==> config.mk <==
export PLATFORM = sky130hd
export DESIGN_NAME = pwm_capture_measure_unit
export DESIGN_NICKNAME = d
export VERILOG_FILES = /design/src/rtl/pcm_pkg.sv /design/src/rtl/pcm_front.sv /design/src/rtl/pcm_queue.sv /design/src/rtl/pcm_back.sv /design/src/rtl/pwm_capture_measure_unit.sv
export SDC_FILE = /design/constraint.sdc
export NUM_CORES = 1
export LEC_CHECK = 0
export ABC_AREA = 1
export BUFFER_PORTS_ARGS = -buffer_cell sky130_fd_sc_hd__buf_2
export CORE_MARGIN = 3
export CORE_UTILIZATION = 40
export DETAILED_ROUTE_END_ITERATION = 10
export GPL_ROUTABILITY_DRIVEN = 1
export HOLD_SLACK_MARGIN = 0.15
export PLACE_DENSITY_LB_ADDON = 0.1
export RECOVER_POWER = 100
export SLEW_MARGIN = 5
export SYNTH_ARGS = -nofsm -noshare
export SYNTH_HDL_FRONTEND = slang
export SYNTH_SLANG_ARGS = --single-unit
==> constraint.sdc <==
create_clock -name clk -period 6.3 [get_ports clk]
set_clock_uncertainty 0.2 [all_clocks]
set_input_delay 1.26 -clock clk [delete_from_list [all_inputs] [get_ports clk]]
set_output_delay 1.26 -clock clk [all_outputs]
set_load 0.02 [all_outputs]
==> src/rtl/pcm_pkg.sv <==
// Package for the PWM capture measurement unit.
// Holds the fixed field widths, constants and the result record shared by all files but the queue.
// Depends on nothing.
`default_nettype none

package pcm_pkg;

	localparam int TIME_W     = 16;
	localparam int TICK_W     = 27;
	localparam int DUTY_W     = 7;
	localparam int DUTY_SCALE = 100;
	localparam int DUTY_MAX   = 100;
	localparam int DIV_CNT_W  = $clog2(TICK_W + 1);

	localparam logic [TICK_W-1:0] TICK_HZ_RESET = 27'd1000000;

	typedef struct packed {
		logic [TIME_W-1:0] high_ticks;
		logic [TIME_W-1:0] low_ticks;
		logic [TIME_W-1:0] period_ticks;
		logic [DUTY_W-1:0] duty_percent;
		logic [TICK_W-1:0] frequency_hz;
		logic              period_zero;
	} pcm_result_t;

endpackage

`default_nettype wire

==> src/rtl/pcm_front.sv <==
// Front end of the PWM capture measurement unit: accepts edge items and tracks the phase.
// Pushes high and low tick counts of each completed period into the job queue.
// Depends on pcm_pkg.
`default_nettype none

module pcm_front #(
	parameter int CNT_W = 16
) (
	input  wire                           clk,
	input  wire                           arst_n,
	input  wire                           in_valid,
	output logic                          in_ready,
	input  wire [pcm_pkg::TIME_W-1:0]     capture_time,
	input  wire                           edge_rising,
	output logic                          push_valid,
	input  wire                           push_ready,
	output logic [2*CNT_W-1:0]            push_data
);
	import pcm_pkg::*;

	localparam logic [1:0] PH_RISE  = 2'd0;
	localparam logic [1:0] PH_FALL  = 2'd1;
	localparam logic [1:0] PH_CLOSE = 2'd2;

	logic [1:0]       phase_q;
	logic [CNT_W-1:0] rise_q;
	logic [CNT_W-1:0] fall_q;
	logic [CNT_W-1:0] t_now;
	logic [CNT_W-1:0] hi_ticks;
	logic [CNT_W-1:0] lo_ticks;
	logic             accept;

	assign in_ready   = push_ready;
	assign accept     = in_valid && in_ready;
	assign t_now      = CNT_W'(capture_time);
	assign hi_ticks   = fall_q - rise_q;
	assign lo_ticks   = t_now - fall_q;
	assign push_valid = accept && (phase_q == PH_CLOSE) && edge_rising;
	assign push_data  = {hi_ticks, lo_ticks};

	always_ff @(posedge clk or negedge arst_n) begin
		if (!arst_n) begin
			phase_q <= PH_RISE;
		end else if (accept) begin
			case (phase_q)
				PH_FALL: begin
					if (!edge_rising) begin
						phase_q <= PH_CLOSE;
					end
				end
				PH_CLOSE: begin
					if (edge_rising) begin
						phase_q <= PH_FALL;
					end
				end
				default: begin
					if (edge_rising) begin
						phase_q <= PH_FALL;
					end
				end
			endcase
		end
	end

	always_ff @(posedge clk) begin
		if (accept) begin
			if (phase_q == PH_FALL) begin
				if (!edge_rising) begin
					fall_q <= t_now;
				end
			end else if (edge_rising) begin
				rise_q <= t_now;
			end
		end
	end

endmodule

`default_nettype wire

==> src/rtl/pcm_queue.sv <==
// Two-entry job queue between the front end and the arithmetic back end.
// Depends on nothing beyond its width parameter.
`default_nettype none

module pcm_queue #(
	parameter int DATA_W = 32
) (
	input  wire               clk,
	input  wire               arst_n,
	input  wire               push_valid,
	output logic              push_ready,
	input  wire [DATA_W-1:0]  push_data,
	output logic              pop_valid,
	input  wire               pop_ready,
	output logic [DATA_W-1:0] pop_data
);
	localparam int DEPTH = 2;
	localparam int PTR_W = $clog2(DEPTH);
	localparam int CNT_W = $clog2(DEPTH + 1);

	logic [DATA_W-1:0] mem_q [DEPTH];
	logic [PTR_W-1:0]  wr_ptr_q;
	logic [PTR_W-1:0]  rd_ptr_q;
	logic [CNT_W-1:0]  count_q;
	logic              do_push;
	logic              do_pop;

	assign push_ready = (count_q != CNT_W'(DEPTH));
	assign pop_valid  = (count_q != '0);
	assign pop_data   = mem_q[rd_ptr_q];
	assign do_push    = push_valid && push_ready;
	assign do_pop     = pop_valid && pop_ready;

	always_ff @(posedge clk or negedge arst_n) begin
		if (!arst_n) begin
			wr_ptr_q <= '0;
			rd_ptr_q <= '0;
			count_q  <= '0;
		end else begin
			if (do_push) begin
				wr_ptr_q <= (wr_ptr_q == PTR_W'(DEPTH - 1)) ? '0 : wr_ptr_q + 1'b1;
			end
			if (do_pop) begin
				rd_ptr_q <= (rd_ptr_q == PTR_W'(DEPTH - 1)) ? '0 : rd_ptr_q + 1'b1;
			end
			if (do_push && !do_pop) begin
				count_q <= count_q + 1'b1;
			end else if (do_pop && !do_push) begin
				count_q <= count_q - 1'b1;
			end
		end
	end

	always_ff @(posedge clk) begin
		if (do_push) begin
			mem_q[wr_ptr_q] <= push_data;
		end
	end

endmodule

`default_nettype wire

==> src/rtl/pcm_back.sv <==
// Back end of the PWM capture measurement unit: period, duty and frequency arithmetic.
// Uses one shared restoring divider and holds the result in an output register.
// Depends on pcm_pkg.
`default_nettype none

module pcm_back #(
	parameter int CNT_W = 16
) (
	input  wire                        clk,
	input  wire                        arst_n,
	input  wire                        job_valid,
	output logic                       job_ready,
	input  wire [2*CNT_W-1:0]          job_data,
	input  wire [pcm_pkg::TICK_W-1:0]  tick_hz,
	output logic                       out_valid,
	input  wire                        out_ready,
	output pcm_pkg::pcm_result_t       result
);
	import pcm_pkg::*;

	localparam int PROD_W = CNT_W + DUTY_W;

	localparam logic [2:0] ST_IDLE = 3'd0;
	localparam logic [2:0] ST_PREP = 3'd1;
	localparam logic [2:0] ST_DUTY = 3'd2;
	localparam logic [2:0] ST_FREQ = 3'd3;
	localparam logic [2:0] ST_EMIT = 3'd4;

	logic [2:0]           state_q;
	logic [CNT_W-1:0]     hi_q;
	logic [CNT_W-1:0]     lo_q;
	logic [CNT_W-1:0]     per_q;
	logic [CNT_W-1:0]     rem_q;
	logic [TICK_W-1:0]    sh_q;
	logic [TICK_W-1:0]    quo_q;
	logic [DIV_CNT_W-1:0] cnt_q;
	logic [DUTY_W-1:0]    duty_q;
	logic                 zero_q;
	logic                 out_valid_q;
	pcm_result_t          res_q;

	logic [PROD_W-1:0]    prod;
	logic [CNT_W:0]       rem_sh;
	logic [CNT_W:0]       diff;
	logic                 ge;
	logic [CNT_W-1:0]     rem_next;
	logic [TICK_W-1:0]    quo_next;
	logic                 last_step;
	logic                 emit_fire;

	assign job_ready = (state_q == ST_IDLE);
	assign out_valid = out_valid_q;
	assign result    = res_q;
	assign emit_fire = (state_q == ST_EMIT) && (!out_valid_q || out_ready);
	assign last_step = (cnt_q == DIV_CNT_W'(1));

	always_comb begin
		prod     = PROD_W'(hi_q) * PROD_W'(DUTY_SCALE);
		rem_sh   = {rem_q, sh_q[TICK_W-1]};
		diff     = rem_sh - {1'b0, per_q};
		ge       = (rem_sh >= {1'b0, per_q});
		rem_next = ge ? diff[CNT_W-1:0] : rem_sh[CNT_W-1:0];
		quo_next = {quo_q[TICK_W-2:0], ge};
	end

	always_ff @(posedge clk or negedge arst_n) begin
		if (!arst_n) begin
			state_q <= ST_IDLE;
			cnt_q   <= '0;
		end else begin
			case (state_q)
				ST_IDLE: begin
					if (job_valid) begin
						state_q <= ST_PREP;
					end
				end
				ST_PREP: begin
					if (per_q == '0) begin
						state_q <= ST_EMIT;
					end else if (hi_q >= per_q) begin
						state_q <= ST_FREQ;
						cnt_q   <= DIV_CNT_W'(TICK_W);
					end else begin
						state_q <= ST_DUTY;
						cnt_q   <= DIV_CNT_W'(DUTY_W);
					end
				end
				ST_DUTY: begin
					if (last_step) begin
						state_q <= ST_FREQ;
						cnt_q   <= DIV_CNT_W'(TICK_W);
					end else begin
						cnt_q <= cnt_q - 1'b1;
					end
				end
				ST_FREQ: begin
					if (last_step) begin
						state_q <= ST_EMIT;
					end
					cnt_q <= cnt_q - 1'b1;
				end
				ST_EMIT: begin
					if (emit_fire) begin
						state_q <= ST_IDLE;
					end
				end
				default: begin
					state_q <= ST_IDLE;
				end
			endcase
		end
	end

	always_ff @(posedge clk) begin
		case (state_q)
			ST_IDLE: begin
				hi_q  <= job_data[2*CNT_W-1:CNT_W];
				lo_q  <= job_data[CNT_W-1:0];
				per_q <= job_data[2*CNT_W-1:CNT_W] + job_data[CNT_W-1:0];
			end
			ST_PREP: begin
				zero_q <= (per_q == '0);
				quo_q  <= '0;
				if (per_q == '0) begin
					duty_q <= '0;
				end else if (hi_q >= per_q) begin
					duty_q <= DUTY_W'(DUTY_MAX);
					rem_q  <= '0;
					sh_q   <= tick_hz;
				end else begin
					rem_q <= prod[PROD_W-1:DUTY_W];
					sh_q  <= {prod[DUTY_W-1:0], (TICK_W - DUTY_W)'(0)};
				end
			end
			ST_DUTY: begin
				if (last_step) begin
					duty_q <= quo_next[DUTY_W-1:0];
					quo_q  <= '0;
					rem_q  <= '0;
					sh_q   <= tick_hz;
				end else begin
					quo_q <= quo_next;
					rem_q <= rem_next;
					sh_q  <= {sh_q[TICK_W-2:0], 1'b0};
				end
			end
			ST_FREQ: begin
				quo_q <= quo_next;
				rem_q <= rem_next;
				sh_q  <= {sh_q[TICK_W-2:0], 1'b0};
			end
			default: begin
			end
		endcase
	end

	always_ff @(posedge clk or negedge arst_n) begin
		if (!arst_n) begin
			out_valid_q <= 1'b0;
		end else if (emit_fire) begin
			out_valid_q <= 1'b1;
		end else if (out_ready) begin
			out_valid_q <= 1'b0;
		end
	end

	always_ff @(posedge clk) begin
		if (emit_fire) begin
			res_q.high_ticks   <= TIME_W'(hi_q);
			res_q.low_ticks    <= TIME_W'(lo_q);
			res_q.period_ticks <= TIME_W'(per_q);
			res_q.duty_percent <= duty_q;
			res_q.frequency_hz <= quo_q;
			res_q.period_zero  <= zero_q;
		end
	end

endmodule

`default_nettype wire

==> src/rtl/pwm_capture_measure_unit.sv <==
// PWM capture measurement unit, top level.
// Measures high time, low time, period, duty and frequency from timestamped capture edges.
// Depends on pcm_pkg, pcm_front, pcm_queue and pcm_back.
//
// Usage:
// Edge items (capture_time, edge_rising) enter on the in_valid/in_ready channel. The unit
// waits for a rising edge, then a falling edge, then a closing rising edge; the closing
// edge yields one result and also opens the next measurement. Edges of the wrong polarity
// are dropped without a result.
// Results leave on the out_valid/out_ready channel from an output register.
// An edge item is taken while the job queue has room. A closing edge gives its result after
// the duty and frequency divisions, the frequency one alone when the duty saturates, or none
// for a zero period; the back end takes no job meanwhile. The shared bit-serial divider runs
// seven steps for the duty and 27 for the frequency. A stalled receiver holds the result in
// the output register; the back end then holds its finished job and the two-entry queue
// fills, after which in_ready falls. The tick rate register is written through cfg_wr_en and
// cfg_wr_data; the user must write it only while the unit is idle, as the unit never checks.
// Reset clears the phase, the queue and the output valid, and loads a tick rate of 1 MHz.
`default_nettype none

module pwm_capture_measure_unit #(
	parameter int COUNTER_WIDTH = 16
) (
	input  wire                        clk,
	input  wire                        arst_n,
	input  wire                        cfg_wr_en,
	input  wire [pcm_pkg::TICK_W-1:0]  cfg_wr_data,
	input  wire                        in_valid,
	output logic                       in_ready,
	input  wire [pcm_pkg::TIME_W-1:0]  capture_time,
	input  wire                        edge_rising,
	output logic                       out_valid,
	input  wire                        out_ready,
	output logic [pcm_pkg::TIME_W-1:0] high_ticks,
	output logic [pcm_pkg::TIME_W-1:0] low_ticks,
	output logic [pcm_pkg::TIME_W-1:0] period_ticks,
	output logic [pcm_pkg::DUTY_W-1:0] duty_percent,
	output logic [pcm_pkg::TICK_W-1:0] frequency_hz,
	output logic                       period_zero
);
	import pcm_pkg::*;

	logic [TICK_W-1:0]          tick_hz_q;
	logic                       push_valid;
	logic                       push_ready;
	logic [2*COUNTER_WIDTH-1:0] push_data;
	logic                       job_valid;
	logic                       job_ready;
	logic [2*COUNTER_WIDTH-1:0] job_data;
	pcm_result_t                result;

	always_ff @(posedge clk or negedge arst_n) begin
		if (!arst_n) begin
			tick_hz_q <= TICK_HZ_RESET;
		end else if (cfg_wr_en) begin
			tick_hz_q <= cfg_wr_data;
		end
	end

	pcm_front #(
		.CNT_W(COUNTER_WIDTH)
	) u_front (
		.clk         (clk),
		.arst_n      (arst_n),
		.in_valid    (in_valid),
		.in_ready    (in_ready),
		.capture_time(capture_time),
		.edge_rising (edge_rising),
		.push_valid  (push_valid),
		.push_ready  (push_ready),
		.push_data   (push_data)
	);

	pcm_queue #(
		.DATA_W(2 * COUNTER_WIDTH)
	) u_queue (
		.clk       (clk),
		.arst_n    (arst_n),
		.push_valid(push_valid),
		.push_ready(push_ready),
		.push_data (push_data),
		.pop_valid (job_valid),
		.pop_ready (job_ready),
		.pop_data  (job_data)
	);

	pcm_back #(
		.CNT_W(COUNTER_WIDTH)
	) u_back (
		.clk      (clk),
		.arst_n   (arst_n),
		.job_valid(job_valid),
		.job_ready(job_ready),
		.job_data (job_data),
		.tick_hz  (tick_hz_q),
		.out_valid(out_valid),
		.out_ready(out_ready),
		.result   (result)
	);

	assign high_ticks   = result.high_ticks;
	assign low_ticks    = result.low_ticks;
	assign period_ticks = result.period_ticks;
	assign duty_percent = result.duty_percent;
	assign frequency_hz = result.frequency_hz;
	assign period_zero  = result.period_zero;

`ifndef NO_ASSERTIONS
	a_zero_forces_quotients: assert property (@(posedge clk) disable iff (!arst_n)
		out_valid && period_zero |-> duty_percent == '0 && frequency_hz == '0)
		else $error("zero period result carries non-zero duty or frequency");

	a_duty_saturated: assert property (@(posedge clk) disable iff (!arst_n)
		out_valid |-> duty_percent <= DUTY_W'(DUTY_MAX))
		else $error("duty above full scale");

	a_back_busy_after_pop: assert property (@(posedge clk) disable iff (!arst_n)
		job_valid && job_ready |=> !job_ready)
		else $error("back end took a second job while busy");
`endif

endmodule

`default_nettype wire
==> metrics.yaml, run 1 <==
clock_tree:
  cts_root_buf: "clkbuf_16"
  cts_buffer_depth: 3
  cts_tree: "built"
  cts_max_level: 2
  cts_resized: 0
  post-cts-setup-buffer-count: 0
  clk_latency_ns: 0.55
  hold_buffers: 0
  path_clk_slew_ns: 0.07
  cts.sinks: 347
  numCtsBuffers: 39
global_route:
  antenna_found_initial: 0
  first_global_vias: 12200
  grt_pass1_wl_microns: 66300
  grt_max_degree: 64
  track_usage_pct: 17.7
  overflow: 0
power_and_ir_drop:
  ir_drop_mv: 0.265
  pwr-share-comb_pct: 48.7
  power_density_mw_per_mm2: 587
  swShare_pct: 43.1
  clockPowerShare_pct: 18.8
  netSwitchingPower_mw: 5.19
  p_int_mw: 6.85
  pwr-share-seq_pct: 32.5
  p_leak_nw: 9.15
timing:
  setup-violations-final: 0
  hold_viol: 0
  fmax_mhz: 195
  fin_crit_sh_pct: 81.6
  tns_ns: 0
  rsz0062_at_grt: "false"
  relSlewSlack_pct: -85.9
  whs_ns: 0.211
  worstMarginPinSlew_ns: 2.79
  fin_ws_ns: 1.16
  final.min_clock_period_ns: 5.14
  slew_viol_final: 351
setup_path:
  reg2reg_slack_ns: 1.16
  cp_max_fo: 46
  worstReg2RegEnd: "u_back.sh_q[14]"
  worstPathRequired_ns: 6.19
  cpMaxStageDelayCell: "clkbuf_1"
  path_class: "reg2reg"
  cp_slowest_stage_delay_ns: 1.96
  r2r_start: "u_back.state_q[0]"
  worstPathArrival_ns: 5.03
  cp_common_cell: "clkbuf_1"
  start_kind: "register"
  critPathCaptureType: "register"
  reg2regPathDepth: 6
  path_cells: "nor2_1 -> nor2_2 -> clkbuf_1 -> nand2_1 -> inv_1 -> clkbuf_1"
logic_synthesis:
  synth_nets: 1975
  avgSynthCellArea_sq_um: 10.2
  synth-simple-area-share_pct: 17.0
  synth_compound_area_share_pct: 4.62
  ys_ff_latch: 347
  netlist-cell-type-count: 42
  synth.mux.area_fraction_pct: 1.62
  synthFlopType: "edfxtp_1"
  ys_seq_area_share_pct: 56.5
  synth_top_family_by_area: "simple AND/OR/NAND/NOR gates"
  yosysWarnings: 0
  async_flop_share_pct: 12.1
  synth_cells: 1776
  syn_area_sq_mm: 0.0181
  synth_xor_xnor_area_share_pct: 2.76
  synth_adder_area_share_pct: 11.0
  synth_edf_count: 305
placement:
  place_hpwl_microns: 30800
  portBuffers: 133
  post-place-ws_ns: 1.72
  place_congestion: 0.850
final_layout:
  final_cell_mix: "nand2_1, edfxtp_1, inv_1, ha_1, clkbuf_1"
  layout-drive-gt1-share_pct: 6.78
  layout-area-overhead-vs-synth_pct: 13.5
  antenna_cells: 0
  nets: 2132
  final_common_cell: "nand2_1"
detailed_routing:
  drt_iter0_drc: 673
  wl_per_cell_microns: 16.2
  drtAntennaViolNets: 0
  vias: 12300
  drc: 0
  vias_per_cell: 4.82
  dr.pass1.iters: 4
  drt_wl_total_microns: 41500
die:
  coreArea_sq_mm: 0.0444
  start_util_pct: 40.7
  num_io_pins: 134
  rows: 77
  die-width_microns: 219
  die_h_microns: 219
  die-area_sq_mm: 0.0478
run_status:
  status: "complete, but fails checks"
  violations: "max-capacitance violations, max-slew violations"
run:
  maxCapViolCount: 9
min_path:
  hold_class: "reg2reg"
  hold_depth: 0
  hold_end: "u_back.result[54]"
  hold_start: "u_back.lo_q[3]"
how the worst max path moves through the flow:
stage                                 start          endpoint  cells after the start
after floorplan                   out_ready  u_back.result[0]                      2
after global placement     u_queue.rd_ptr_q  u_back.per_q[15]                     13
after detailed placement   u_queue.rd_ptr_q  u_back.per_q[15]                     13
after CTS                  u_queue.rd_ptr_q  u_back.per_q[15]                     13
after global routing      u_back.state_q[0]   u_back.cnt_q[3]                      8
final                     u_back.state_q[0]   u_back.sh_q[14]                      6
final cells by class:
class | instances | area [sq um]
clock buffers | 43 | 991
clock inverters | 26 | 270
fillers | 4302 | 23900
inverters | 282 | 1060
multi-input cells | 1123 | 6670
flip-flops and latches | 347 | 10200
well taps | 592 | 741
repair buffers | 140 | 564
per-stage QoR:
step	utilization [%]	power, mW	cells	area [sq um]
after floorplan	-	8.23	1776	18100
after global placement	43.8	9.79	2484	19500
after detailed placement	43.8	9.86	2484	19500
after CTS	46.6	12.2	2553	20700
after global routing	46.2	13.2	2553	20500
final	46.2	12.0	2553	20500
kinds of logic after synthesis:
kind of cell,count (synthesis)
multiplexers,26
buffers and inverters,306
XOR/XNOR,57
AO/OA/AOI/OAI,152
AND/OR/NAND/NOR,738
adder cells (fa/ha/maj),150
flip-flops,347
per-layer routing:
| layer | wire [microns] | vias up | GRT usage [%] |
|---|---|---|---|
| li1 | - | 6194 | - |
| met1 | 19000 | 5857 | 23.7 |
| met2 | 20100 | 208 | 29.8 |
| met3 | 1590 | 57 | 3.02 |
| met4 | 801 | 0 | 4.48 |
| met5 | 0 | - | 0 |
power groups by stage:
stage / logic (mW) / registers (mW) / clock network [mW]
after floorplan: 4.41 / 3.81 / 0
after CTS: 5.97 / 3.89 / 2.35
final: 5.86 / 3.91 / 2.27
after detailed placement: 5.93 / 3.93 / 0
after global placement: 5.87 / 3.92 / 0
after global routing: 6.77 / 3.99 / 2.45
registers in the layout (all words and copies together), names as in the netlist, 7 cells and up:
register,flops
u_back.lo_q,16
u_back.sh_q,27
u_back.rem_q,16
u_back.result,83
u_back.per_q,16
u_back.hi_q,16
u_queue.mem_q,64
tick_hz_q,27
u_front.fall_q,16
u_front.rise_q,16
u_back.duty_q,7
u_back.quo_q,27
cell usage after synthesis, types with 10 or more instances:
cell type,instances,area share (%)
nand2_1,476,9.9
edfxtp_1,305,51
inv_1,280,5.8
ha_1,135,9.3
nor2_1,104,2.2
nand3_1,100,2.8
a21oi_1,74,2.0
o21ai_0,48,1.3
xor2_1,36,1.7
dfrtp_1,35,4.8
mux2_2,26,1.6
xnor2_1,21,1.0
fa_1,15,1.7
nand3b_1,15,0.62
nor3_1,13,0.36
nand4_1,12,0.42
clkbuf_1,10,0.21
critical path, delay by kind of cell (launching register included):
family,cells,cell delay (ns)
buffers and inverters,3,3.28
DFF,1,0.47
and+or+nand+nor,3,0.66
Power figures use the tool's default switching activity.
==> run 2: changes to the inputs <==
==> constraint.sdc (replaced) <==
create_clock -name clk -period 4.5 [get_ports clk]
set_clock_uncertainty 0.2 [all_clocks]
set_input_delay 0.9 -clock clk [delete_from_list [all_inputs] [get_ports clk]]
set_output_delay 0.9 -clock clk [all_outputs]
set_load 0.02 [all_outputs]
==> run 2 against run 1 <==
  * The flow still finishes with violations (max-capacitance violations, max-slew violations)
  * Register-to-register slack lost 0.39 ns
  * Flip-flop and latch count is the same
  * Cell area increased by 0.12%
  * Non-clock buffer count rose by 7
  * Hold slack better by 0.0019 ns
  * Sequential power rose by 37%
  * Largest power group unchanged
==> metrics.yaml, run 2 (synthesized netlist as in run 1, its figures left out) <==
detailed_routing:
  drt_iter0_drc: 716
  drtAntennaViolNets: 0
  drt_wl_total_microns: 42600
  drc: 0
  vias_per_cell: 4.77
  dr.pass1.iters: 5
  wl_per_cell_microns: 16.6
  vias: 12200
die:
  coreArea_sq_mm: 0.0444
  die-width_microns: 219
  die_h_microns: 219
  rows: 77
  die-area_sq_mm: 0.0478
  start_util_pct: 40.7
  num_io_pins: 134
final_layout:
  layout-drive-gt1-share_pct: 6.86
  final_cell_mix: "nand2_1, edfxtp_1, inv_1, ha_1, clkbuf_1"
  nFillCells: 4243
  layout-area-overhead-vs-synth_pct: 13.6
  antenna_cells: 0
  final_common_cell: "nand2_1"
  nets: 2140
  largest_reg_flops: 83
setup_path:
  start_kind: "register"
  path_cells: "or2_0 -> inv_1 -> nand3b_4 -> o21ai_0 -> clkbuf_1 -> inv_2 -> nand2_1 -> nand2_1 -> nand2_1 -> nand2_1"
  critPathCaptureType: "register"
  cpMaxStageDelayCell: "clkbuf_1"
  cp_common_cell: "nand2_1"
  path_class: "reg2reg"
  crit_family: "buffers and inverters"
  cp_slowest_stage_delay_ns: 0.98
  worstPathRequired_ns: 4.60
  critical_path_buf_inv_count: 3
  worstPathArrival_ns: 3.84
  cp_max_fo: 47
run:
  maxCapViolCount: 7
timing:
  rsz0062_at_grt: "false"
  tns_ns: 0
  relSlewSlack_pct: -72.4
  whs_ns: 0.212
  setup-violations-final: 0
  worstMarginPinSlew_ns: 2.59
  slew_viol_final: 240
  hold_viol: 0
  final.min_clock_period_ns: 3.74
  fmax_mhz: 268
  fin_crit_sh_pct: 83.0
run_status:
  violations: "max-capacitance violations, max-slew violations"
  status: "complete, but fails checks"
placement:
  portBuffers: 133
  place_hpwl_microns: 32300
  place_congestion: 0.872
min_path:
  hold_class: "reg2reg"
clock_tree:
  cts_resized: 0
  cts.sinks: 347
  clk_latency_ns: 0.56
  numCtsBuffers: 40
  cts_buffer_depth: 3
  cts_root_buf: "clkbuf_16"
  post-cts-setup-buffer-count: 0
  path_clk_slew_ns: 0.06
  cts_tree: "built"
  hold_buffers: 0
  cts_max_level: 2
power_and_ir_drop:
  power_density_mw_per_mm2: 823
  p_leak_nw: 9.19
  ir_drop_mv: 0.341
global_route:
  first_global_vias: 12200
  grt_max_degree: 48
  overflow: 0
  track_usage_pct: 18.1
  grt_pass1_wl_microns: 67000
  antenna_found_initial: 1
-- run 2: changes by cell type in the layout (fill, tap and decap cells not counted), moves of 2 or more --
cell,previous run,this run
clkinv_2,7,5
bufinv_16,5,3
buf_4,0,4
clkbuf_1,113,122
clkinv_1,7,4
clkinvlp_4,2,0
-- run 2: metal layers --
layer	vias up	GRT usage, %	part of all wire, %
li1	6224	-	-
met1	5725	24.7	46
met2	206	29.5	47
met3	64	2.57	3.6
met4	0	6.59	3.0
met5	-	0	0
-- run 2: power by group --
part	switching [mW]	internal, mW	total, mW
Clock	1.28	1.83	3.12
Sequential	0.438	4.93	5.37
Combinational	5.64	2.78	8.41
-- run 2: layout make-up --
class,instances,area (sq um),area share [%]
multi-input combinational,1123,6670,32.5
clock inverter,18,190,0.926
timing repair buffer,147,607,2.95
tap,592,741,3.61
clock buffer,52,1060,5.14
sequential,347,10200,49.8
inverter,282,1060,5.15
-- run 2: final timing paths --
kind | from | end | slack [ns] | depth (start not counted)
max | u_back.cnt_q[2] | u_back.rem_q[14] | 0.76 | 10
min | u_back.lo_q[2] | u_back.result[53] | 0.21 | 0
max reg2reg | u_back.cnt_q[2] | u_back.rem_q[14] | 0.76 | 10
min reg2reg | u_back.lo_q[2] | u_back.result[53] | 0.21 | 0
max in group asynchronous | arst_n | tick_hz_q[8] | 1.76 | 1
min in group asynchronous | arst_n | u_back.cnt_q[1] | 0.92 | 1
-- run 2: metrics by stage --
| step | instance area [sq um] | total power, mW | setup slack (ns) | utilization, % | std cells |
|---|---|---|---|---|---|
| final | 20500 | 16.9 | 0.765 | 46.2 | 2561 |
| after floorplan | 18100 | 11.5 | 0.125 | - | 1776 |
| after CTS | 20700 | 17.2 | 0.964 | 46.7 | 2561 |
| after detailed placement | 19500 | 14.0 | 0.990 | 43.9 | 2491 |
| after global placement | 19500 | 13.9 | 0.984 | 43.9 | 2491 |
| after global routing | 20500 | 18.5 | 0.370 | 46.2 | 2561 |
==> run 3: changes to the inputs <==
==> constraint.sdc (replaced) <==
create_clock -name clk -period 3.6 [get_ports clk]
set_clock_uncertainty 0.2 [all_clocks]
set_input_delay 0.72 -clock clk [delete_from_list [all_inputs] [get_ports clk]]
set_output_delay 0.72 -clock clk [all_outputs]
set_load 0.02 [all_outputs]
==> run 3 against run 2 <==
  * The flow still finishes with violations (max-capacitance violations, max-slew violations)
  * Total power grew 27%
  * Global-route usage about the same
  * Clock-buffer cell count is 3 higher
  * Cell count increased by 1.4%
  * Combinational power grew 28%
  * Sequential power up 25%
  * Hold slack lost 0.018 ns
  * Cell area grew 1.5%
  * Routed wire length increased by 0.20%
  * Critical path type unchanged
  * Largest cell class unchanged
==> metrics.yaml, run 3 (synthesized netlist as in run 1, its figures left out) <==
power_and_ir_drop:
  power_mw: 21.4
  netSwitchingPower_mw: 9.25
  pwr-share-seq_pct: 31.3
  p_leak_nw: 9.31
  ir_drop_mv: 0.471
  p_int_mw: 12.1
  clockPowerShare_pct: 18.4
  swShare_pct: 43.2
  power_density_mw_per_mm2: 1030
  pwr-share-comb_pct: 50.3
final_layout:
  final_common_cell: "nand2_1"
  nets: 2172
  final_cell_area_sq_mm: 0.0208
  layout-area-overhead-vs-synth_pct: 15.3
  layout-drive-gt1-share_pct: 7.63
  largest_reg_flops: 83
  final_cell_mix: "nand2_1, edfxtp_1, inv_1, ha_1, clkbuf_1"
  antenna_cells: 0
  nFillCells: 4281
placement:
  dpl_cell_area_sq_mm: 0.0196
  portBuffers: 133
  place_congestion: 0.856
  place_hpwl_microns: 32200
  post-place-ws_ns: 0.228
detailed_routing:
  drt_iter0_drc: 732
  drt_wl_total_microns: 42700
  drtAntennaViolNets: 0
  vias_per_cell: 4.73
  wl_per_cell_microns: 16.5
  dr.pass1.iters: 5
  drc: 0
  vias: 12300
setup_path:
  worstPathRequired_ns: 3.70
  cp_slowest_stage_delay_ns: 0.49
  cp_common_cell: "nand2_1"
  startpoint: "u_back.hi_q[3]"
  path_class: "reg2reg"
  critical_path_buf_inv_count: 3
  path_cells: "ha_1 -> ha_1 -> inv_1 -> fa_1 -> inv_1 -> ha_1 -> a21oi_1 -> o21ai_0 -> buf_4 -> nand2_1 -> nand2_1 -> nand2_1 -> nand2_1 -> nor2_1 -> nor2_1 -> nand2_1 -> nand2_1"
  worstPathArrival_ns: 3.49
  critPathCaptureType: "register"
  cp_max_fo: 5
  cpMaxStageDelayCell: "fa_1"
  crit_family: "adder cells"
  start_kind: "register"
  r2r_start: "u_back.hi_q[3]"
clock_tree:
  cts_buffer_depth: 3
  clk_latency_ns: 0.56
  cts.sinks: 347
  cts_max_level: 2
  cts_root_buf: "clkbuf_16"
  numCtsBuffers: 40
  cts_tree: "built"
  path_clk_slew_ns: 0.06
die:
  die-area_sq_mm: 0.0478
  rows: 77
  die-width_microns: 219
  die_h_microns: 219
  num_io_pins: 134
  coreArea_sq_mm: 0.0444
  start_util_pct: 40.7
timing:
  fmax_mhz: 295
  final.min_clock_period_ns: 3.39
  hold_viol: 0
  fin_ws_ns: 0.212
  slew_viol_final: 148
  relSlewSlack_pct: -67.9
  fin_crit_sh_pct: 94.1
  tns_ns: 0
  worstMarginPinSlew_ns: 2.52
  setup-violations-final: 0
global_route:
  grt_pass1_wl_microns: 67000
  track_usage_pct: 18.1
  overflow: 0
  antenna_found_initial: 1
  first_global_vias: 12100
  grt_max_degree: 49
run:
  maxCapViolCount: 4
min_path:
  hold_class: "in2reg"
  hold_start: "cfg_wr_data[23]"
run_status:
  status: "complete, but fails checks"
  violations: "max-capacitance violations, max-slew violations"
==> run 3: cell types whose count changed in the layout (fill, tap and decap cells not counted), sizes merged <==
cell         delta
bufinv          -1
inv             -1
clkinv          -1
buf            +12
clkinvlp        +3
clkbuf         +11
dlygate4sd3    +12
==> run 3: cell type report <==
class / instances / area, sq um / share of cell area (%)
flip-flops and latches: 347 / 10200 / 49.0
clock inverters: 18 / 159 / 0.762
multi-input cells: 1123 / 6670 / 32.0
repair buffers: 179 / 880 / 4.22
inverters: 282 / 1060 / 5.08
well taps: 592 / 741 / 3.55
clock buffers: 55 / 1120 / 5.37
==> run 3: worst reg2reg max path: stages, from the launching register on <==
cell	delay (ns)
edfxtp_1	0.43
ha_1	0.33
ha_1	0.28
inv_1	0.05
fa_1	0.49
inv_1	0.04
ha_1	0.35
a21oi_1	0.17
o21ai_0	0.09
buf_4	0.15
nand2_1	0.05
nand2_1	0.11
nand2_1	0.08
nand2_1	0.06
nor2_1	0.08
nor2_1	0.05
nand2_1	0.05
nand2_1	0.04
==> run 3: through the flow <==
step | hold WS (ns) | util, % | cells
2_1_floorplan | 0.200 | - | 1776
4_1_cts | 0.150 | 47.4 | 2591
6_report | 0.195 | 46.9 | 2596
5_1_grt | 0.170 | 46.9 | 2596
3_3_place_gp | 0.203 | 44.2 | 2506
3_5_place_dp | 0.205 | 44.2 | 2506
==> run 3: repair_timing <==
item | CTS | global route
endpoints found under the hold margin | 23 | 0
hold buffers | 12 | 0
buffers inserted | 0 | 5
gates resized for setup | 0 | 2
endpoints found under the setup margin | 0 | 3
==> run 3: power groups by stage <==
stage / clock, mW / sequential, mW / combinational, mW
4_1_cts: 4.08 / 6.69 / 11.0
5_1_grt: 4.23 / 6.81 / 12.4
3_3_place_gp: 0 / 6.74 / 10.8
3_5_place_dp: 0 / 6.77 / 10.9
2_1_floorplan: 0 / 6.66 / 7.72
6_report: 3.94 / 6.69 / 10.8
==> run 3: final timing paths <==
| kind | to | slack (ns) | depth (start not counted) |
|---|---|---|---|
| worst max-delay path | u_back.rem_q[15] | 0.21 | 17 |
| worst min-delay path | tick_hz_q[23] | 0.19 | 2 |
| worst max register to register | u_back.rem_q[15] | 0.21 | 17 |
| worst min register to register | u_back.result[53] | 0.21 | 0 |
| max in group asynchronous | tick_hz_q[3] | 1.02 | 1 |
| min in group asynchronous | u_back.cnt_q[0] | 0.73 | 1 |
==> run 3: metal layers <==
metal  wire (microns)  track usage [%]  up-vias  share of wire, %
met5                0                0        -                 0
met4             1030             5.15        0               2.4
met3             1320             2.79       61               3.1
met2            20300             29.6      164                47
met1            20100             25.0     5774                47
li1                 -                -     6287                 -
